`src/hw/rtl/bitmap_id_allocator_core_assert.svh`:
```
// assertion macros for the id allocator core
// used by bitmap_id_allocator_core; relies on clk and rst_n in the including scope
`ifndef BITMAP_ID_ALLOCATOR_CORE_ASSERT_SVH
`define BITMAP_ID_ALLOCATOR_CORE_ASSERT_SVH

// same-cycle implication, disabled during reset
`define BIDA_ASSERT_IMP(name, ante, cons, msg) \
    name: assert property (@(posedge clk) disable iff (!rst_n) (ante) |-> (cons)) \
        else $error(msg);

// next-cycle implication, disabled during reset
`define BIDA_ASSERT_NXT(name, ante, cons, msg) \
    name: assert property (@(posedge clk) disable iff (!rst_n) (ante) |=> (cons)) \
        else $error(msg);

`endif

```
`src/hw/rtl/bida_pkg.sv`:
```
// shared types and constants for the bitmap id allocator
// no dependencies
package bida_pkg;

    localparam int MAX_IDS   = 4096;
    localparam int WORD_W    = 64;
    localparam int BIT_W     = 6;
    localparam int MAP_WORDS = (MAX_IDS + WORD_W - 1) / WORD_W;
    localparam int ADDR_W    = (MAP_WORDS > 1) ? $clog2(MAP_WORDS) : 1;
    localparam int CNT_W     = ADDR_W + 1;
    localparam int ID_W      = 13;
    localparam int ST_W      = 2;
    localparam int LAST_BITS = MAX_IDS - (MAP_WORDS - 1) * WORD_W;

    // usable bits of the last map word
    localparam logic [WORD_W-1:0] LAST_MASK = (LAST_BITS == WORD_W) ? {WORD_W{1'b1}} :
        ((WORD_W'(1) << LAST_BITS) - WORD_W'(1));

    localparam logic OP_ALLOC   = 1'b0;
    localparam logic OP_RELEASE = 1'b1;

    localparam logic [ST_W-1:0] STATUS_OK          = 2'd0;
    localparam logic [ST_W-1:0] STATUS_FULL        = 2'd1;
    localparam logic [ST_W-1:0] STATUS_BAD_RELEASE = 2'd2;

    typedef enum logic [1:0] {
        ST_IDLE,
        ST_REL_CHK,
        ST_SCAN,
        ST_RESP
    } state_t;

endpackage

```
`src/hw/rtl/bida_ram.sv`:
```
// generic simple dual-port ram with registered read
// no dependencies
module bida_ram #(
    parameter int WIDTH = 64,
    parameter int DEPTH = 64
) (
    input  logic                     clk,
    input  logic                     wr_en,
    input  logic [$clog2(DEPTH)-1:0] wr_addr,
    input  logic [WIDTH-1:0]         wr_data,
    input  logic [$clog2(DEPTH)-1:0] rd_addr,
    output logic [WIDTH-1:0]         rd_data
);

    logic [WIDTH-1:0] mem [DEPTH];

    // write port and registered read port
    always_ff @(posedge clk)
    begin
        if (wr_en)
        begin
            mem[wr_addr] <= wr_data;
        end
        rd_data <= mem[rd_addr];
    end

endmodule

```
`src/hw/rtl/bida_ffz.sv`:
```
// find-first-zero unit: lowest clear bit of one map word
// depends on bida_pkg
module bida_ffz
    import bida_pkg::*;
(
    input  logic [WORD_W-1:0] word,
    input  logic [WORD_W-1:0] mask,
    output logic              found,
    output logic [BIT_W-1:0]  idx,
    output logic [WORD_W-1:0] onehot
);

    logic [WORD_W-1:0] free_bits;

    // isolate lowest free bit with one wide add
    assign free_bits = ~word & mask;
    assign onehot    = free_bits & (~free_bits + WORD_W'(1));
    assign found     = |free_bits;

    // encode the one-hot position
    always_comb
    begin
        idx = '0;
        for (int b = 0; b < WORD_W; b++)
        begin
            if (onehot[b])
            begin
                idx = idx | BIT_W'(b);
            end
        end
    end

endmodule

```
`src/hw/rtl/bitmap_id_allocator_core.sv`:
```
// Bitmap id allocator: hands out ids 1..MAX_IDS from a used-bit map held in a
// 64-word by 64-bit ram. An allocate scans the map one word per cycle through
// a single find-first-zero unit and stops at the first word that has a free
// bit, or after the last word when the pool is full. A release reads one word,
// checks and clears its bit; an out-of-range release answers without the map.
// A stalled earlier result in the output register delays the answer. One
// request is in flight at a time: req_stall stays high until the result has
// been loaded into the output register. Reset takes effect at once: a
// per-word valid flag makes every word read as all-free until it is first
// written, so there is no clearing pass.
// depends on bida_pkg, bida_ram, bida_ffz and bitmap_id_allocator_core_assert.svh
`include "bitmap_id_allocator_core_assert.svh"

module bitmap_id_allocator_core
    import bida_pkg::*;
(
    input  logic            clk,
    input  logic            rst_n,
    input  logic            req_valid,
    output logic            req_stall,
    input  logic            op,
    input  logic [ID_W-1:0] release_id,
    output logic            rsp_valid,
    input  logic            rsp_stall,
    output logic [ID_W-1:0] given_id,
    output logic [ST_W-1:0] status
);

    state_t state_reg, state_next;

    logic [CNT_W-1:0]     addr_reg, addr_next;
    logic [ADDR_W-1:0]    pend_w_reg, pend_w_next;
    logic [ADDR_W-1:0]    rel_w_reg, rel_w_next;
    logic [BIT_W-1:0]     rel_b_reg, rel_b_next;
    logic [ID_W-1:0]      res_id_reg, res_id_next;
    logic [ST_W-1:0]      res_st_reg, res_st_next;
    logic                 rsp_valid_reg, rsp_valid_next;
    logic [ID_W-1:0]      rsp_id_reg, rsp_id_next;
    logic [ST_W-1:0]      rsp_st_reg, rsp_st_next;
    logic [MAP_WORDS-1:0] row_vld_reg;
    logic                 q_vld_reg;

    logic                 req_take;
    logic                 rsp_free;
    logic                 rel_bad;
    logic [ID_W-1:0]      rel_idx;
    logic                 wr_en;
    logic [ADDR_W-1:0]    wr_addr;
    logic [WORD_W-1:0]    wr_data;
    logic [ADDR_W-1:0]    rd_addr;
    logic [WORD_W-1:0]    rd_data;
    logic [WORD_W-1:0]    eff_word;
    logic [WORD_W-1:0]    ffz_mask;
    logic                 ffz_found;
    logic [BIT_W-1:0]     ffz_idx;
    logic [WORD_W-1:0]    ffz_onehot;
    logic [ADDR_W+BIT_W:0] alloc_sum;
    logic [WORD_W-1:0]    rel_bit;

    // handshake helpers
    assign req_stall = (state_reg != ST_IDLE);
    assign req_take  = req_valid && !req_stall;
    assign rsp_free  = !rsp_valid_reg || !rsp_stall;
    assign rsp_valid = rsp_valid_reg;
    assign given_id  = rsp_id_reg;
    assign status    = rsp_st_reg;

    // release id decode
    assign rel_bad = (release_id == '0) || (32'(release_id) > 32'(MAX_IDS));
    assign rel_idx = release_id - ID_W'(1);

    // map storage
    bida_ram #(
        .WIDTH (WORD_W),
        .DEPTH (MAP_WORDS)
    ) u_map (
        .clk     (clk),
        .wr_en   (wr_en),
        .wr_addr (wr_addr),
        .wr_data (wr_data),
        .rd_addr (rd_addr),
        .rd_data (rd_data)
    );

    // never-written words read as all free
    assign eff_word = q_vld_reg ? rd_data : '0;
    assign ffz_mask = (pend_w_reg == ADDR_W'(MAP_WORDS - 1)) ? LAST_MASK : '1;

    // single find-first-zero unit for the scan
    bida_ffz u_ffz (
        .word   (eff_word),
        .mask   (ffz_mask),
        .found  (ffz_found),
        .idx    (ffz_idx),
        .onehot (ffz_onehot)
    );

    assign alloc_sum = {1'b0, pend_w_reg, ffz_idx} + (ADDR_W + BIT_W + 1)'(1);
    assign rel_bit   = WORD_W'(1) << rel_b_reg;

    // next state
    always_comb
    begin
        state_next = state_reg;
        case (state_reg)
            ST_IDLE:
            begin
                if (req_take)
                begin
                    if (op == OP_ALLOC)
                    begin
                        state_next = ST_SCAN;
                    end
                    else if (rel_bad)
                    begin
                        state_next = ST_RESP;
                    end
                    else
                    begin
                        state_next = ST_REL_CHK;
                    end
                end
            end
            ST_REL_CHK:
            begin
                state_next = ST_RESP;
            end
            ST_SCAN:
            begin
                if (ffz_found || (addr_reg == CNT_W'(MAP_WORDS)))
                begin
                    state_next = ST_RESP;
                end
            end
            ST_RESP:
            begin
                if (rsp_free)
                begin
                    state_next = ST_IDLE;
                end
            end
            default:
            begin
                state_next = ST_IDLE;
            end
        endcase
    end

    // datapath and ram control
    always_comb
    begin
        addr_next      = addr_reg;
        pend_w_next    = pend_w_reg;
        rel_w_next     = rel_w_reg;
        rel_b_next     = rel_b_reg;
        res_id_next    = res_id_reg;
        res_st_next    = res_st_reg;
        rsp_valid_next = rsp_valid_reg && rsp_stall;
        rsp_id_next    = rsp_id_reg;
        rsp_st_next    = rsp_st_reg;
        rd_addr        = addr_reg[ADDR_W-1:0];
        wr_en          = 1'b0;
        wr_addr        = pend_w_reg;
        wr_data        = eff_word | ffz_onehot;
        case (state_reg)
            ST_IDLE:
            begin
                if (req_take)
                begin
                    if (op == OP_ALLOC)
                    begin
                        // start the scan at word 0
                        rd_addr     = '0;
                        pend_w_next = '0;
                        addr_next   = CNT_W'(1);
                    end
                    else
                    begin
                        rd_addr     = ADDR_W'(rel_idx >> BIT_W);
                        rel_w_next  = ADDR_W'(rel_idx >> BIT_W);
                        rel_b_next  = rel_idx[BIT_W-1:0];
                        res_id_next = '0;
                        res_st_next = STATUS_BAD_RELEASE;
                    end
                end
            end
            ST_REL_CHK:
            begin
                // clear the bit only if it was set
                wr_addr = rel_w_reg;
                wr_data = eff_word & ~rel_bit;
                if ((eff_word & rel_bit) != '0)
                begin
                    wr_en       = 1'b1;
                    res_st_next = STATUS_OK;
                end
            end
            ST_SCAN:
            begin
                if (ffz_found)
                begin
                    wr_en       = 1'b1;
                    res_id_next = ID_W'(alloc_sum);
                    res_st_next = STATUS_OK;
                end
                else if (addr_reg == CNT_W'(MAP_WORDS))
                begin
                    res_id_next = '0;
                    res_st_next = STATUS_FULL;
                end
                else
                begin
                    // fetch the next word
                    pend_w_next = addr_reg[ADDR_W-1:0];
                    addr_next   = addr_reg + CNT_W'(1);
                end
            end
            ST_RESP:
            begin
                if (rsp_free)
                begin
                    rsp_valid_next = 1'b1;
                    rsp_id_next    = res_id_reg;
                    rsp_st_next    = res_st_reg;
                end
            end
            default:
            begin
                wr_en = 1'b0;
            end
        endcase
    end

    // control registers
    always_ff @(posedge clk or negedge rst_n)
    begin
        if (!rst_n)
        begin
            state_reg     <= ST_IDLE;
            rsp_valid_reg <= 1'b0;
            row_vld_reg   <= '0;
            q_vld_reg     <= 1'b0;
            addr_reg      <= '0;
        end
        else
        begin
            state_reg     <= state_next;
            rsp_valid_reg <= rsp_valid_next;
            q_vld_reg     <= row_vld_reg[rd_addr];
            addr_reg      <= addr_next;
            if (wr_en)
            begin
                row_vld_reg[wr_addr] <= 1'b1;
            end
        end
    end

    // payload registers
    always_ff @(posedge clk)
    begin
        pend_w_reg <= pend_w_next;
        rel_w_reg  <= rel_w_next;
        rel_b_reg  <= rel_b_next;
        res_id_reg <= res_id_next;
        res_st_reg <= res_st_next;
        rsp_id_reg <= rsp_id_next;
        rsp_st_reg <= rsp_st_next;
    end

    // checks
    `BIDA_ASSERT_IMP(a_wr_state, wr_en, (state_reg == ST_REL_CHK) || (state_reg == ST_SCAN), "map write outside check or scan")
    `BIDA_ASSERT_IMP(a_addr_range, state_reg == ST_SCAN, addr_reg <= CNT_W'(MAP_WORDS), "scan address past map")
    `BIDA_ASSERT_NXT(a_rsp_load, (state_reg == ST_RESP) && rsp_free, rsp_valid && (state_reg == ST_IDLE), "result not loaded")
    `BIDA_ASSERT_IMP(a_full_id, rsp_valid && (status != STATUS_OK), given_id == '0, "nonzero id with error status")

endmodule

```
`config.mk`:
```
export PLATFORM = sky130hd
export DESIGN_NAME = bitmap_id_allocator_core
export DESIGN_NICKNAME = d
export VERILOG_FILES = /design/src/hw/rtl/bida_pkg.sv /design/src/hw/rtl/bida_ram.sv /design/src/hw/rtl/bida_ffz.sv /design/src/hw/rtl/bitmap_id_allocator_core.sv
export VERILOG_INCLUDE_DIRS = /design/src /design/src/hw/rtl
export SDC_FILE = /design/constraint.sdc
export NUM_CORES = 2
export LEC_CHECK = 0
export BUFFER_PORTS_ARGS = -buffer_cell sky130_fd_sc_hd__buf_4
export CAP_MARGIN = 5
export CORE_MARGIN = 2
export CORE_UTILIZATION = 45
export CTS_BUF_LIST = sky130_fd_sc_hd__clkbuf_4 sky130_fd_sc_hd__clkbuf_8
export CTS_CLUSTER_DIAMETER = 60
export DETAILED_ROUTE_END_ITERATION = 16
export SLEW_MARGIN = 40
export SYNTH_ARGS = -nofsm -noshare
export SYNTH_HDL_FRONTEND = slang
export SYNTH_HIERARCHICAL = 1
export SYNTH_SLANG_ARGS = --single-unit
```
`constraint.sdc`:
```
create_clock -name clk -period 15.29 [get_ports clk]
set_clock_uncertainty 0.05 [all_clocks]
set_input_delay 2.2935 -clock clk [delete_from_list [all_inputs] [get_ports clk]]
set_output_delay 2.2935 -clock clk [all_outputs]
set_load 0.1 [all_outputs]
```
# Yosys cells after proc, flatten, opt, wreduce, memory -nomap -nowiden
# Memory sizes are Yosys's and may differ from the RTL's. A register that Yosys moved wholly into a read port is not among the register bits.
# Cells that the tools add are included.
dict set report totals {
  elab_cells 225
  inputBits 18
  ramBits 4096
  latch_bits 0
  memories 1
  out_inout_bits 17
  regBits 123
  mem_bits_ro 0
}
dict set report op_classes {
  mux 160
  n_reduce_logical 22
  n_addsub 4
  bitwise 8
  eq_ne 13
  shifts 1
  div 0
  mul 0
  n_lt_le_gt_ge 4
}
# memory depth width read_ports rd_ports_with_merged_regs write_ports line_no
set mem_list {}
lappend mem_list {u_map.mem 64 64 1 1 1 bida_ram.sv:15} ;# logic [WIDTH-1:0] mem [DEPTH];
# operator n
set ops {}
lappend ops {{$mux 6} 59}
lappend ops {{$and 64x64->64} 3}
lappend ops {{$not 64->64} 3}
lappend ops {{$mux 13} 12}
lappend ops {{$mux 64} 2}
lappend ops {{$or 64x64->64} 2}
lappend ops {{$mux 5} 16}
lappend ops {{$mux 7} 10}
lappend ops {{$add 64x1->64 const B} 1}
lappend ops {{$reduce_bool 64->1} 1}
lappend ops {{$reduce_or 64->1} 1}
lappend ops {{$shl 1x6->64 const A} 1}
lappend ops {{$mux 2} 29}
lappend ops {{$mux 4} 8}
lappend ops {{$pmux 13 s2} 1}
lappend ops {{$ne 2x2->1 const B} 8}
lappend ops {{$lt 6x7->1 const B} 2}
lappend ops {{$pmux 7 s2} 1}
lappend ops {{$add 12x1->13 const B} 1}
lappend ops {{$gt 13x13->1 const B} 1}
lappend ops {{$logic_not 13->1} 1}
lappend ops {{$mux 1} 12}
lappend ops {{$mux 3} 4}
lappend ops {{$pmux 6 s2} 1}
lappend ops {{22 further kinds} 32}

# Depth between registers and ports, before layout
dict set report logic_depth {
  depth_word 72
  depth_mapped 22
  depth_no_buf 16
}

# Cells and area by module
# Netlist, hierarchy kept.
# module cells_each seq_area_each_um2 n_inst area_each_um2
set modules_own_cells {}
lappend modules_own_cells {bida_ram 6598 124279.2 1 156348.7}
lappend modules_own_cells {bitmap_id_allocator_core 907 3318.2 1 8305.5}
lappend modules_own_cells {bida_ffz 326 0.0 1 2062.0}

# Worst setup path after synthesis
# Ideal clock, no wire load.
dict set report synth_timing {
  path_type {register to register}
  start {register q_vld_reg}
  end {memory u_map.mem[48][0], enable pin}
  stages_incl_launch_ff 20
  setup_slack_ns 6.995
  synth_period_minus_slack_ns 8.295
  arrival_time_ns 7.681
  setup_time_ns 0.564
  path_buffers 7
  required_time_ns 14.676
  path_cell_list {dfrtp_1 clkbuf_1 buf_2 clkbuf_1 clkbuf_1 clkbuf_1 and2_1 nand2b_4 and4_4 buf_6 nand4_1 nor4_4 nand2_4 clkbuf_1 nor2_1 nand2_1 nand2_1 a21oi_1 nand4b_1 nor3_1}
}
dict set report synth_via {
  elab_chain_cells 8
  elab_cells_between_ends 12
  cone_classes {8 x mux; 2 x bitwise; 2 x reduce/logical}
}
# item line_no
set synth_lines {}
lappend synth_lines {{start: declaration} bitmap_id_allocator_core.sv:41} ;# logic q_vld_reg;
lappend synth_lines {{start signal: assignment} bitmap_id_allocator_core.sv:249} ;# q_vld_reg <= row_vld_reg[rd_addr];
lappend synth_lines {{$mux 64} bitmap_id_allocator_core.sv:86} ;# assign eff_word = q_vld_reg ? rd_data : '0;
lappend synth_lines {{via eff_word[2]} bitmap_id_allocator_core.sv:52} ;# logic [WORD_W-1:0] eff_word;
lappend synth_lines {{$not 64->64} bida_ffz.sv:16} ;# assign free_bits = ~word & mask;
lappend synth_lines {{$reduce_or 64->1} bida_ffz.sv:18} ;# assign found = |free_bits;
lappend synth_lines {{via ffz_found} bitmap_id_allocator_core.sv:54} ;# logic ffz_found;
lappend synth_lines {{$mux 1} bitmap_id_allocator_core.sv:200} ;# if (ffz_found)
lappend synth_lines {{$mux 1} bitmap_id_allocator_core.sv:165} ;# case (state_reg)
lappend synth_lines {{$pmux 1 s2} bitmap_id_allocator_core.sv:165}
lappend synth_lines {{via wr_en} bitmap_id_allocator_core.sv:47} ;# logic wr_en;
lappend synth_lines {{$mux 1} bida_ram.sv:20} ;# if (wr_en)
lappend synth_lines {{$mux 1 (implied by the code)} bida_ram.sv:22} ;# mem[wr_addr] <= wr_data;
lappend synth_lines {{end: declaration} bida_ram.sv:15}
# The timed path passes the listed nets, and every way through them passes these cells. The select of a mux whose other input is x is not followed.

# Final worst setup path
dict set report layout_timing {
  start {register q_vld_reg}
  end {memory u_map.mem[14][53], enable pin}
}
# The elaborated chain is that of the path after synthesis.

==> key figures <==
CTS
  • Post-CTS resize count: 0
  • Hold_buf cts: 0
  • Postcts setup bufs: 0
  • Clk sinks: 4,283
  • Clk_lat worst skew: 1220 ps
  • CTS root buffer: clkbuf_8
  • CTS buffer count: 681
  • H-tree Lvls: 6
  • CTS tree: done
  • Worst-path clk slew: 70 ps
  • Max clock buf depth: 4

Placement
  • HPWL after DPL: 271,000 µm
  • RePlAce Congestion: 0.967
  • IO Port Bufs: 34
  • DP Area: 176,000 µm²

Floorplan
  • Die area: 375,000 µm²
  • # rows: 223
  • Core area: 369,000 µm²
  • Die Width: 613 µm
  • Die height: 613 µm
  • Number of I/O pins: 35
  • Initial Utilization: 45.2%

Critical path
  • Most used cell, CP: buf_4
  • Critical Path Max Stage Delay: 650 ps
  • Required time worst endpoint: 16,120 ps
  • Startpoint Class: flop
  • R2r worst-path depth: 18
  • WP buf/inv: 5
  • WP depth: 18
  • Arrival time worst endpoint: 8540 ps
  • Crit-path cells: buf_4, inv_1, nor2_1, nand2b_2, nand4_2, or4_1, nor4_4, nand2_4, nor2_1, nand2_1, nand2_1, a21oi_1, nor2b_1, nand3_1, nor2_4, buf_4, buf_4, buf_12
  • Critical path's top delay family: simple AND/OR/NAND/NOR gates
  • CP max FO: 55
  • Slowest stage cell on the critical path: or4_1
  • Critical path class: flop to flop
  • CP endpoint kind: flop

Final layout
  • Area Growth Syn to Fin: 14.0%
  • Max reg flops: 4,096
  • Final nets: 8,533
  • Finished Cell Area: 190,000 µm²
  • Share of layout cells above drive strength 1: 30.1%

STA
  • Final setup viols: 0
  • Setup Total Neg Slack: 0 ps
  • Period utilisation layout: 50.4%
  • Min Tclk post-route: 7710 ps
  • FMAX: 0.130 GHz
  • Hold_ws: 372 ps
  • Final hold violations: 0
  • Max-slew violation count: 0
  • RSZ-0062 raised after global routing: false
  • Worst-margin pin slew: 955 ps
  • Rel. slew slack: 36.3%

Power and ir drop
  • Overall Power: 0.0346 W
  • Pwr dens: 182 nW/µm²
  • Leakage: 60.7 nW
  • Maximum vdd drop: 0.157 mV

Synth
  • Top-count cell post-synth: edfxtp_1
  • Top post-synthesis cells by count: edfxtp_1, mux4_2, nor2_1
  • Main synth FF type: edfxtp_1
  • Mapped Cells: 7,831
  • Synth unique cells: 104
  • Sequential area share after synthesis: 76.5%
  • Number of synthesized flops with an enable pin: 4,144
  • Share of Yosys cell area claimed by the top area cell type: 74.6%
  • Top post-synthesis cells by area: edfxtp_1, mux4_2, dfrtp_1
  • Fraction of registers with async set/reset: 1.75%
  • Syn_area_per_cell: 21.3 µm²
  • Synth warnings: 6
  • Yosys top cell by area: edfxtp_1
  • Synthesis-stage register bit count: 4,283
  • Area of the mapped netlist: 167,000 µm²

Detailed routing
  • WL per Instance: 35.6 µm
  • Top layer in use: met4
  • Metal2 WL: 233,000 µm
  • Drc violations: 0
  • Metal3 WL: 49,900 µm
  • Final WL: 500,000 µm
  • Vias: 87.8k
  • WL met1: 198,000 µm
  • Post-route antenna net violation count: 0
  • Starting DRT DRC Count: 12.2k
  • TritonRoute pass-1 iters: 8
  • Via density per instance: 6.26

GRT
  • Vias in the first global route: 88.0k
  • GRT Total Usage: 26.4%
  • Global-route wire length before repair: 692,000 µm
  • Initial antenna violation count: 29
  • Grt total ovfl: 0
  • Largest net degree at the start of global routing: 122

Status
  • Status: finished, final reports clean

Min path
  • Worst Hold Depth: 0
  • Worst hold path class: flop to flop

Job
  • Max Cap Viol: 0
==> final cells by class <==
type,count,area (µm²)
Multi-Input combinational cell,3123,38900
Antenna cell,15,37.5
Tap cell,4950,6190
Clock inverter,248,1740
Timing Repair Buffer,350,3460
Sequential cell,4283,128000
Clock buffer,987,11900
Fill cell,29041,179000
Inverter,67,302
==> kinds of logic (layout without fill, tap and decap cells) <==
logic type | count (synthesis) | count (layout) | synth area share (%)
compound gates | 823 | 823 | 3.73
xor+xnor | 21 | 21 | 0.110
fa+ha+maj | 9 | 9 | 0.0675
buf+inv | 505 | 1652 | 1.42
flops | 4283 | 4283 | 76.5
mux | 1186 | 1186 | 14.8
other cells | 1 | 96 | 0.00225
simple gates | 1003 | 1003 | 3.32
==> path summary, 6_finish.rpt <==
check	from	slack (ps)	endpoint
max	q_vld_reg$_DFF_PN0_	7580	u_map/mem[14][53]$_DFFE_PP_
max reg2reg	q_vld_reg$_DFF_PN0_	7580	u_map/mem[14][53]$_DFFE_PP_
min in group asynchronous	rst_n	1050	q_vld_reg$_DFF_PN0_
max in group asynchronous	rst_n	13560	row_vld_reg[37]$_DFFE_PN0P_
min	res_id_reg[5]$_SDFFCE_PN0P_	370	given_id[5]$_DFFE_PP_
min reg2reg	res_id_reg[5]$_SDFFCE_PN0P_	370	given_id[5]$_DFFE_PP_
==> through the flow <==
stage          util (%)  std cells  setup WS (ps)
2_1_floorplan         -       7911           6990
5_1_grt            51.5      14011           7260
3_3_place_gp       47.5      12738           6990
6_report           51.5      14023           7580
3_5_place_dp       47.8      12765           7010
4_1_cts            51.5      14000           7640
==> metal layers <==
metal,GRT usage [%],vias up
met5,0,-
met4,9.25,0
met3,5.55,888
met2,41.0,4998
met1,37.4,47438
li1,-,34476
==> where the power goes <==
group / switching [W] / total, W / leakage [nW] / internal (W)
combinational: 0.00607 / 0.0100 / 13.7 / 0.00395
clock: 0.00455 / 0.00978 / 7.23 / 0.00523
sequential: 0.000358 / 0.0148 / 39.7 / 0.0144
==> cells in the final DEF (no fill, tap or decap), types with 65 or more instances in the layout <==
cell type  synthesis  routed
a21o_1            68      68
clkbuf_4           0     266
a22oi_1          170     170
edfxtp_1        4144    4144
clkbuf_8           0     722
nand3_1           78      77
mux4_2          1024    1024
o21ai_0           69      67
clkinv_1           0     133
a22o_1            89      89
and2_1            74      72
nand2_1          164     161
a211oi_1          70      70
nor2_1           222     157
nor2_4             1      65
o22ai_1           92      89
mux2i_1          158     158
and3_1            74      73
dfrtp_1           75      74
conb_1             1      81
buf_4             36     243
No activity file was read; power rests on OpenSTA's default activity.
